`config.mk`:
```
export PLATFORM = sky130hd
export DESIGN_NAME = sonar_range_moving_average
export DESIGN_NICKNAME = d
export VERILOG_FILES = /design/src/srma_pkg.sv /design/src/srma_map.sv /design/src/srma_cell.sv /design/src/srma_window.sv /design/src/sonar_range_moving_average.sv
export SDC_FILE = /design/constraint.sdc
export NUM_CORES = 2
export LEC_CHECK = 0
export ABC_AREA = 1
export BUFFER_PORTS_ARGS = -buffer_cell sky130_fd_sc_hd__buf_2
export CORE_UTILIZATION = 50
export DETAILED_ROUTE_END_ITERATION = 12
export PLACE_DENSITY_LB_ADDON = 0.1
export SYNTH_ARGS = -nofsm -noshare
export SYNTH_HDL_FRONTEND = slang
export SYNTH_SLANG_ARGS = --single-unit
```
`constraint.sdc`:
```
create_clock -name clk_i -period 5.4 [get_ports clk_i]
set_input_delay 0.27 -clock clk_i [delete_from_list [all_inputs] [get_ports clk_i]]
set_output_delay 0.27 -clock clk_i [all_outputs]
set_load 0.02 [all_outputs]
```
`src/srma_pkg.sv`:
```
// Shared types, constants and arithmetic for the sonar range moving average.
package srma_pkg;

  localparam int SAMPLE_W = 12;
  localparam int MM_W     = 12;
  localparam int CHANNELS = 3;
  localparam int WINDOW   = 5;

  localparam int MM_MIN   = 200;
  localparam int MM_MAX   = 4000;
  localparam int MM_SPAN  = 3800;
  localparam int ADC_FULL = 4095;
  localparam int MM_FILL  = 2000;

  // floor(s * MM_SPAN / ADC_FULL) as s * MAP_MUL >> MAP_SHIFT, exact for 12-bit s
  localparam int MAP_SHIFT = 2 * SAMPLE_W;
  localparam longint unsigned MAP_MUL =
    ((longint'(MM_SPAN) << MAP_SHIFT) + longint'(ADC_FULL) - 1) / longint'(ADC_FULL);
  localparam int MAP_PROD_W = SAMPLE_W + MAP_SHIFT + 1;

  // running window sum
  localparam int SUM_W    = $clog2(WINDOW * MM_MAX + 1);
  localparam int SUM_INIT = WINDOW * MM_FILL;

  // floor(sum / WINDOW) as sum * DIV_MUL >> DIV_SHIFT, exact below 2**SUM_W
  localparam int DIV_SHIFT = SUM_W + $clog2(WINDOW);
  localparam longint unsigned DIV_MUL =
    ((longint'(1) << DIV_SHIFT) + longint'(WINDOW) - 1) / longint'(WINDOW);
  localparam int DIV_PROD_W = SUM_W + DIV_SHIFT + 1;

  typedef struct packed {
    logic [SAMPLE_W-1:0] front_sample;
    logic [SAMPLE_W-1:0] left_sample;
    logic [SAMPLE_W-1:0] right_sample;
  } sample_t;

  typedef struct packed {
    logic [MM_W-1:0] front_mm;
    logic [MM_W-1:0] left_mm;
    logic [MM_W-1:0] right_mm;
  } result_t;

  // index 0 front, 1 left, 2 right
  typedef logic [CHANNELS-1:0][MM_W-1:0]  mm_vec_t;
  typedef logic [CHANNELS-1:0][SUM_W-1:0] sum_vec_t;

  function automatic logic [MM_W-1:0] map_mm(input logic [SAMPLE_W-1:0] s);
    logic [MAP_PROD_W-1:0] prod;
    logic [MM_W-1:0]       q;
    logic [MM_W:0]         mm;
    prod = MAP_PROD_W'(s) * MAP_PROD_W'(MAP_MUL);
    q    = prod[MAP_SHIFT +: MM_W];
    mm   = (MM_W+1)'(MM_MIN) + (MM_W+1)'(q);
    if (mm < (MM_W+1)'(MM_MIN)) mm = (MM_W+1)'(MM_MIN);
    if (mm > (MM_W+1)'(MM_MAX)) mm = (MM_W+1)'(MM_MAX);
    return mm[MM_W-1:0];
  endfunction

  function automatic logic [MM_W-1:0] mean_of(input logic [SUM_W-1:0] sum);
    logic [DIV_PROD_W-1:0] prod;
    prod = DIV_PROD_W'(sum) * DIV_PROD_W'(DIV_MUL);
    return prod[DIV_SHIFT +: MM_W];
  endfunction

endpackage

```
`src/srma_map.sv`:
```
// Converter sample to millimeter mapping stage, one register deep.
module srma_map (
  input  logic             clk_i,
  input  logic             load_i,
  input  srma_pkg::sample_t sample_i,
  output srma_pkg::mm_vec_t mm_o
);
  import srma_pkg::*;

  mm_vec_t mm_d, mm_q;

  always_comb begin
    mm_d[0] = map_mm(sample_i.front_sample);
    mm_d[1] = map_mm(sample_i.left_sample);
    mm_d[2] = map_mm(sample_i.right_sample);
  end

  always_ff @(posedge clk_i) begin
    if (load_i) begin
      mm_q <= mm_d;
    end
  end

  assign mm_o = mm_q;

endmodule

```
`src/srma_cell.sv`:
```
// One history cell: holds one window entry for every channel.
module srma_cell (
  input  logic              clk_i,
  input  logic              rst_ni,
  input  logic              shift_i,
  input  srma_pkg::mm_vec_t d_i,
  output srma_pkg::mm_vec_t q_o
);
  import srma_pkg::*;

  mm_vec_t entry_q;

  always_ff @(posedge clk_i or negedge rst_ni) begin
    if (!rst_ni) begin
      for (int c = 0; c < CHANNELS; c++) begin
        entry_q[c] <= MM_W'(MM_FILL);
      end
    end else if (shift_i) begin
      entry_q <= d_i;
    end
  end

  assign q_o = entry_q;

endmodule

```
`src/srma_window.sv`:
```
// Chain of history cells with a running sum per channel.
module srma_window (
  input  logic               clk_i,
  input  logic               rst_ni,
  input  logic               shift_i,
  input  srma_pkg::mm_vec_t  mm_i,
  output srma_pkg::sum_vec_t sum_o
);
  import srma_pkg::*;

  mm_vec_t  tap [WINDOW+1];
  sum_vec_t sum_d, sum_q;

  assign tap[0] = mm_i;

  for (genvar k = 0; k < WINDOW; k++) begin : g_cell
    srma_cell u_cell (
      .clk_i   (clk_i),
      .rst_ni  (rst_ni),
      .shift_i (shift_i),
      .d_i     (tap[k]),
      .q_o     (tap[k+1])
    );
  end

  // the entry leaving the last cell is the one being replaced
  always_comb begin
    for (int c = 0; c < CHANNELS; c++) begin
      sum_d[c] = SUM_W'(({1'b0, sum_q[c]} + (SUM_W+1)'(mm_i[c]))
                        - (SUM_W+1)'(tap[WINDOW][c]));
    end
  end

  always_ff @(posedge clk_i or negedge rst_ni) begin
    if (!rst_ni) begin
      for (int c = 0; c < CHANNELS; c++) begin
        sum_q[c] <= SUM_W'(SUM_INIT);
      end
    end else if (shift_i) begin
      sum_q <= sum_d;
    end
  end

  assign sum_o = sum_q;

  property p_sum_bound(int c);
    @(posedge clk_i) disable iff (!rst_ni)
      sum_q[c] <= SUM_W'(WINDOW * MM_MAX);
  endproperty

  a_front_sum_bound: assert property (p_sum_bound(0)) else $error("front sum overflow");
  a_left_sum_bound:  assert property (p_sum_bound(1)) else $error("left sum overflow");
  a_right_sum_bound: assert property (p_sum_bound(2)) else $error("right sum overflow");

endmodule

```
`src/sonar_range_moving_average.sv`:
```
// Sonar range moving average: top level with three-stage item pipeline.
//
// Input channel: in_valid_i / in_stall_o carry one sample triple (front, left,
// right, 12-bit converter codes). Output channel: out_valid_o / out_stall_i
// carry the averaged distances in millimeters, one result per input item.
// Each sample maps to 200 + floor(s * 3800 / 4095) mm; each channel keeps the
// last five values in a chain of shift cells with a running sum, and the
// result is the truncated mean of that window.
// The accepting edge loads the map stage; after that the cell chain shifts and the
// sum updates, then the mean is registered in the output register, and a stall
// can hold an item between these steps.
// Throughput: one item per cycle while the receiver does not stall; each stage
// takes a new item whenever it is empty or its successor moves on, so stalls
// only back up stage by stage. When the receiver stalls, the result holds and
// the pipeline fills; in_stall_o rises only once all three stages hold items.
// Reset (rst_ni low, asynchronous) empties the pipeline and sets every window
// entry to 2000 mm, so the first results average against that fill value.
module sonar_range_moving_average (
  input  logic              clk_i,
  input  logic              rst_ni,
  input  logic              in_valid_i,
  output logic              in_stall_o,
  input  srma_pkg::sample_t in_data_i,
  output logic              out_valid_o,
  input  logic              out_stall_i,
  output srma_pkg::result_t out_data_o
);
  import srma_pkg::*;

  logic     v1_q, v2_q, v3_q;
  logic     adv1, adv2, adv3;
  mm_vec_t  mm1;
  sum_vec_t sum2;
  result_t  out_d, out_q;

  assign adv3 = !v3_q || !out_stall_i;
  assign adv2 = !v2_q || adv3;
  assign adv1 = !v1_q || adv2;

  assign in_stall_o = !adv1;

  srma_map u_map (
    .clk_i    (clk_i),
    .load_i   (adv1),
    .sample_i (in_data_i),
    .mm_o     (mm1)
  );

  // cells shift exactly when a mapped item moves into the sum stage
  srma_window u_window (
    .clk_i   (clk_i),
    .rst_ni  (rst_ni),
    .shift_i (adv2 && v1_q),
    .mm_i    (mm1),
    .sum_o   (sum2)
  );

  always_ff @(posedge clk_i or negedge rst_ni) begin
    if (!rst_ni) begin
      v1_q <= 1'b0;
      v2_q <= 1'b0;
      v3_q <= 1'b0;
    end else begin
      if (adv1) v1_q <= in_valid_i;
      if (adv2) v2_q <= v1_q;
      if (adv3) v3_q <= v2_q;
    end
  end

  always_comb begin
    out_d.front_mm = mean_of(sum2[0]);
    out_d.left_mm  = mean_of(sum2[1]);
    out_d.right_mm = mean_of(sum2[2]);
  end

  always_ff @(posedge clk_i) begin
    if (adv3) begin
      out_q <= out_d;
    end
  end

  assign out_valid_o = v3_q;
  assign out_data_o  = out_q;

  a_stall_full: assert property (@(posedge clk_i) disable iff (!rst_ni)
    in_stall_o |-> (v1_q && v2_q && v3_q))
    else $error("input stalled with a free stage");

  a_accept_lands: assert property (@(posedge clk_i) disable iff (!rst_ni)
    (in_valid_i && !in_stall_o) |=> v1_q)
    else $error("accepted item lost at map stage");

  a_out_range: assert property (@(posedge clk_i) disable iff (!rst_ni)
    v3_q |-> (out_q.front_mm >= MM_W'(MM_MIN) && out_q.front_mm <= MM_W'(MM_MAX)
           && out_q.left_mm >= MM_W'(MM_MIN) && out_q.left_mm <= MM_W'(MM_MAX)
           && out_q.right_mm >= MM_W'(MM_MIN) && out_q.right_mm <= MM_W'(MM_MAX)))
    else $error("mean out of range");

endmodule
```
== Yosys cells after proc, flatten, opt, wreduce, memory -nomap -nowiden ==
Cells that the tools add are included.
Word-level totals
  output and inout bits: 38
  register bits after elaboration: 300
  bits of input ports: 40
  logic and storage cells: 60
Operators by class
  multiplexer cells: 3
  order comparisons: 6
  add/subtract/negate cells: 9
  multipliers: 6
  reductions and logical operators: 9
Operators by type and width (count)
  12-bit by 24-bit multiplier with 36-bit output, second input constant: 3
  15-bit by 16-bit multiplier with 30-bit output, second input constant: 3
  15-bit by 12-bit adder with 15-bit output: 3
  15-bit by 12-bit subtractor with 15-bit output: 3
  8-bit by 12-bit adder with 13-bit output, first input constant: 3
  13-bit by 12-bit > comparator with 1-bit output, second input constant: 3
  13-bit by 8-bit less-than comparator with 1-bit output, second input constant: 3
  13-bit 2-to-1 mux: 3
  1-bit zero test: 5
  1-bit logical OR: 3
  1-bit logical AND: 1

== Depth between registers and ports, before layout ==
  depth after elaboration: 5
  depth in mapped cells: 36

== Hierarchy ==
A second synthesis with hierarchy kept.
Second synthesis, totals
  cells, all modules: 5437
  area total of the unflattened synthesis: 42533.3 um^2
Modules (own cells, without submodules)
  srma_map: cells each 2107, seq. area each 1081.0 um^2, area an instance 16180.5 um^2, times used 1
  sonar_range_moving_average: cells each 1710, seq. area each 1156.1 um^2, area an instance 13648.1 um^2, times used 1
  srma_cell: cells each 152, seq. area each 923.4 um^2, area an instance 1441.4 um^2, times used 5
  srma_window: cells each 860, seq. area each 1144.8 um^2, area an instance 5497.8 um^2, times used 1

== Worst setup path before layout ==
OpenSTA, ideal clock, no wires.
  kind: input to register
  start point: in in_data_i[30] (netlist bit)
  end point: reg u_map.mm_q, in the netlist u_map.mm_o[7], data pin
  buffers on the path: 0
  data required time: 5145 ps
  arrival: 5387 ps
  stages on the path: 34
  setup slack: -242 ps
  cells stage by stage: inv_1 fa_1 inv_1 fa_1 inv_1 fa_1 inv_1 fa_1 inv_1 fa_1 inv_1 ha_1 nand2_1 inv_1 nand2_1 nor3_2 nand2_1 nand3_1 nand2_1 nand2_2 ha_1 nand3_2 nand2_4 nand2_1 nand2_1 nand2_1 nor2_2 nand2_1 nor2_4 nor2_1 nor2_2 nand2_2 nand2_2 nand2_1
On the way
  word-level cells in the longest chain between the ends: 5
RTL lines
  from (decl): line sonar_range_moving_average.sv:23  | input srma_pkg::sample_t in_data_i,
  12-bit by 24-bit multiplier with 36-bit output (*): line srma_pkg.sv:51  | prod = MAP_PROD_W'(s) * MAP_PROD_W'(MAP_MUL);
  8-bit by 12-bit adder with 13-bit output (*): line srma_pkg.sv:53  | mm = (MM_W+1)'(MM_MIN) + (MM_W+1)'(q);
  13-bit by 8-bit less-than comparator with 1-bit output: line srma_pkg.sv:54  | if (mm < (MM_W+1)'(MM_MIN)) mm = (MM_W+1)'(MM_MIN);
  13-bit 2-to-1 mux (*): line srma_pkg.sv:54
  13-bit by 12-bit > comparator with 1-bit output: line srma_pkg.sv:55  | if (mm > (MM_W+1)'(MM_MAX)) mm = (MM_W+1)'(MM_MAX);
  to (signal assigned): line srma_map.sv:20  | mm_q <= mm_d;
  to (decl): line srma_map.sv:10  | mm_vec_t mm_d, mm_q;
Every way passes the cells marked *; elsewhere a longest branch is shown, timed or not.
A chain may end at the register's enable or synchronous reset.

==> reports/results.txt <==
Most common cell in the netlist: sky130_fd_sc_hd__inv_1. The net count of the finished layout is 6372. During synthesis, Yosys emitted a total of 0 warnings.

The cell that appears most often on the critical path is sky130_fd_sc_hd__fa_1. The final instance area is 0.04739 sq mm. The final wirelength was 89620 microns; the DRC marker count from the first detailed-route iteration was 1255. I/O pin count: 78. Routability-driven placement finished with a final weighted congestion of 0.9263.

The logs give 50.69% for the initial cell density of the core and 5811 for the post-synth net total. For the finished layout, the period the worst path requires is 5.286 ns. The horizontal die dimension was 282.7 microns; the number of instances in the synthesized netlist was 4676. For the count of H-tree levels built during CTS, the log shows 1. The least setup slack across all paths after layout is 0.1137 ns. The tools report the nature of the critical path endpoint as a register.

For the full die area, the log shows 0.07991 sq mm. The wire-length estimate of the detail-placed layout is 75630 microns. The final number of max-transition violations came out at 0. In this run, CTS created clock tree buffers numbering 30.

The initial antenna violation count was 0; the worst clock skew was 0.01543 ns. TritonCTS built the clock tree. The logs give 0.58 ns for the insertion delay of the later-clocked pin in the worst-skew pair and 22.86% for the overall routing resource usage. STA puts the critical path data required time at 5.72 ns.

The fraction of final layout cells sized beyond drive strength 1 is 21.71%, and the final hold violation count is 0. The synthesized design devotes to its leading area cell type 23.63% of total area. The number of core rows was 102.

The count of clock tree sinks was 300. After synthesis, the cell types taking the most area are sky130_fd_sc_hd__fa_1 24%, sky130_fd_sc_hd__ha_1 20%, sky130_fd_sc_hd__inv_1 11%, sky130_fd_sc_hd__nand2_1 11%, sky130_fd_sc_hd__dfrtp_1 7.8%. Of all nets on the critical path, the largest fanout is 3.

The first detailed-routing pass took 5 iterations. The total via count after detailed routing is 30240, and the die outline height is 282.7 microns. The relative slew slack was 44.01%; the setup slack at placement was -0.7161 ns. The class of the most critical hold timing path was in -> reg.

Cell with the largest stage delay on the worst path: sky130_fd_sc_hd__fa_1. The repair_antennas step left the layout with diodes totalling 0. The share of flip-flops with an asynchronous set or reset was 76.00%. Cell at the root of the clock tree: sky130_fd_sc_hd__clkbuf_16. The maximum buffer depth of the clock tree came out at 3. The run gives 0 as the number of nets with antenna violations after routing. The filler cells instantiated in the layout total 6979. After synthesis, flip-flops and latches occupy 20.30% of the total area. Derived from the worst setup path, the maximum achievable clock frequency is 0.1892 GHz. In this design, the stage delay of the slowest critical-path cell is 0.57 ns.

The count of flip-flops with a built-in enable after synthesis is 72. Setup violations remaining at the end of the flow were counted as 0. The tools report the cell area reported after detailed placement as 0.04459 sq mm. The aggregate global routing overflow is 0.

Relative to the synthesized area, the layout overhead comes to 20.30%. The DRC violations left is 0. Setup repair after global routing could not meet its margin everywhere. For the largest net degree at the start of global routing, the log shows 206. The library cell occupying the most area in the post-synthesis netlist is sky130_fd_sc_hd__fa_1. The flow ran to the end, and the final reports show no timing, DRC or antenna violations. The nature of the critical path startpoint was a register. The most used flip-flop cell after synthesis was sky130_fd_sc_hd__dfrtp_1. The first global-routing pass estimated 148000 microns of wire.

The clock edge transition at the registers on the reported setup and hold paths is 0.07 ns. The core region is 0.07772 sq mm. The number of global-route vias before repair was 30390; the cell area after technology mapping was 0.03939 sq mm.

The tool flagged a number of max-cap violations equal to 0. Port buffering added 77 buffers. Data arrives at the worst endpoint at 5.61 ns. Counting distinct cell types in the post-synthesis netlist gives 52.

In the routed layout, each cell is associated on average with a via count of 4.799. Traced cell by cell, the critical path runs through inv_4, ha_4, inv_2, fa_2, fa_1, inv_2, fa_1, fa_1, inv_2, fa_1, ha_1, nand2_2, nor2_1, inv_1, nor3_2, a21oi_2, o21ai_2, nand3_1, nand2_2, a41oi_2, xor2_1. The critical path is of the reg -> reg type. After detailed routing, the average wire length per cell comes to 14.22 microns. The commonest cells after synthesis are 1122 x sky130_fd_sc_hd__inv_1, 1119 x sky130_fd_sc_hd__nand2_1, 630 x sky130_fd_sc_hd__ha_1. The post-route fraction of the period consumed by the critical path came out at 97.89%.

The synthesized flop and latch total is 300. The run gives 60.98% as the final cell utilization of the core. At the pin with the least slew margin, the transition time is 0.8398 ns. The mean instance size in the synthesized netlist was 8.425 sq um.
## final cells by class
type                       instances  area (sq um)  area share, %
multi-input combinational       3196         28560          60.26
sequential                       300          8000          16.88
inverter                        1131          4260          8.990
timing repair buffer             578          4253          8.974
tap                             1040          1301          2.746
clock buffer                      39         847.1          1.787
clock inverter                    17         172.7         0.3643
## path summary, 6_finish.rpt
kind,end,cells after the start,slack (ns),start
hold reg to reg,out_valid_o,2,0.45,v2_q
max in group asynchronous,u_window.g_cell[2].u_cell.q_o[23],3,3.90,rst_ni
setup reg to reg,out_data_o[34],21,0.11,u_window.sum_o[13]
hold / removal,out_valid_o,4,0.23,out_stall_i
setup / recovery,out_data_o[34],21,0.11,u_window.sum_o[13]
min in group asynchronous,out_valid_o,2,0.26,rst_ni
## sequential cells by signal, indices dropped and copies added, names as in the netlist
signal / flops
u_window.g_cell.u_cell.q_o: 180
u_window.sum_o: 45
out_data_o: 36
u_map.mm_o: 36
out_valid_o: 1
v1_q: 1
v2_q: 1
## metal layers
layer,vias to the layer above,wire (microns),GRT usage [%]
met5,-,0,0
met4,0,1753,4.657
met3,109,2504,1.531
met2,402,41390,38.03
met1,14200,43970,32.86
li1,15520,-,-
## layout by cell type, fill, tap and decap left out, types with 72 or more instances in the layout
master,Yosys,final
sky130_fd_sc_hd__dfrtp_1,123,122
sky130_fd_sc_hd__nor2_1,193,171
sky130_fd_sc_hd__inv_1,1122,1075
sky130_fd_sc_hd__edfxtp_1,72,72
sky130_fd_sc_hd__ha_1,630,567
sky130_fd_sc_hd__a21oi_1,195,162
sky130_fd_sc_hd__dfstp_2,105,105
sky130_fd_sc_hd__nand2_2,32,85
sky130_fd_sc_hd__nand3_1,110,99
sky130_fd_sc_hd__o21ai_0,138,128
sky130_fd_sc_hd__fa_1,465,445
sky130_fd_sc_hd__buf_4,0,495
sky130_fd_sc_hd__nand2_1,1119,1045
## worst max-delay path: cells and delay by family, from the launching register on
| kind | cells | cell delay (ns) |
|---|---|---|
| buffers and inverters | 5 | 0.26 |
| XOR/XNOR | 1 | 0.18 |
| AND/OR/NAND/NOR | 5 | 0.56 |
| AO/OA/AOI/OAI | 3 | 0.40 |
| flip-flops | 1 | 0.55 |
| adder cells (fa/ha/maj) | 7 | 3.09 |
## logic make-up after synthesis
group	Yosys count	synth area share (%)
AOI/OAI and AO/OA	437	6.178
DFF	300	20.30
buffers and inverters	1180	11.24
adders and majority gates	1095	43.64
xor gates and xnor gates	91	2.042
and+or+nand+nor	1573	16.59
## repair_timing
item                                    CTS  global route
hold endpoints to repair                 70             0
endpoints found under the setup margin   18            52
pin swaps                                12           144
setup buffers                             5            27
gates resized for setup                  28           333
hold buffers                              2             0
## stage by stage
step / hold slack, ns / instances / setup TNS (ns)
floorplan: -0.02559 / 4676 / 0
global placement: 0.3373 / 6212 / -15.00
detailed placement: 0.3448 / 6212 / -16.94
CTS: 0.2417 / 6275 / -0.08341
global route: 0.2654 / 6301 / -1.312
finish: 0.2312 / 6301 / 0
Power is not shown: default switching activity piles up to over one toggle a cycle in this logic, so the estimate is an artifact.
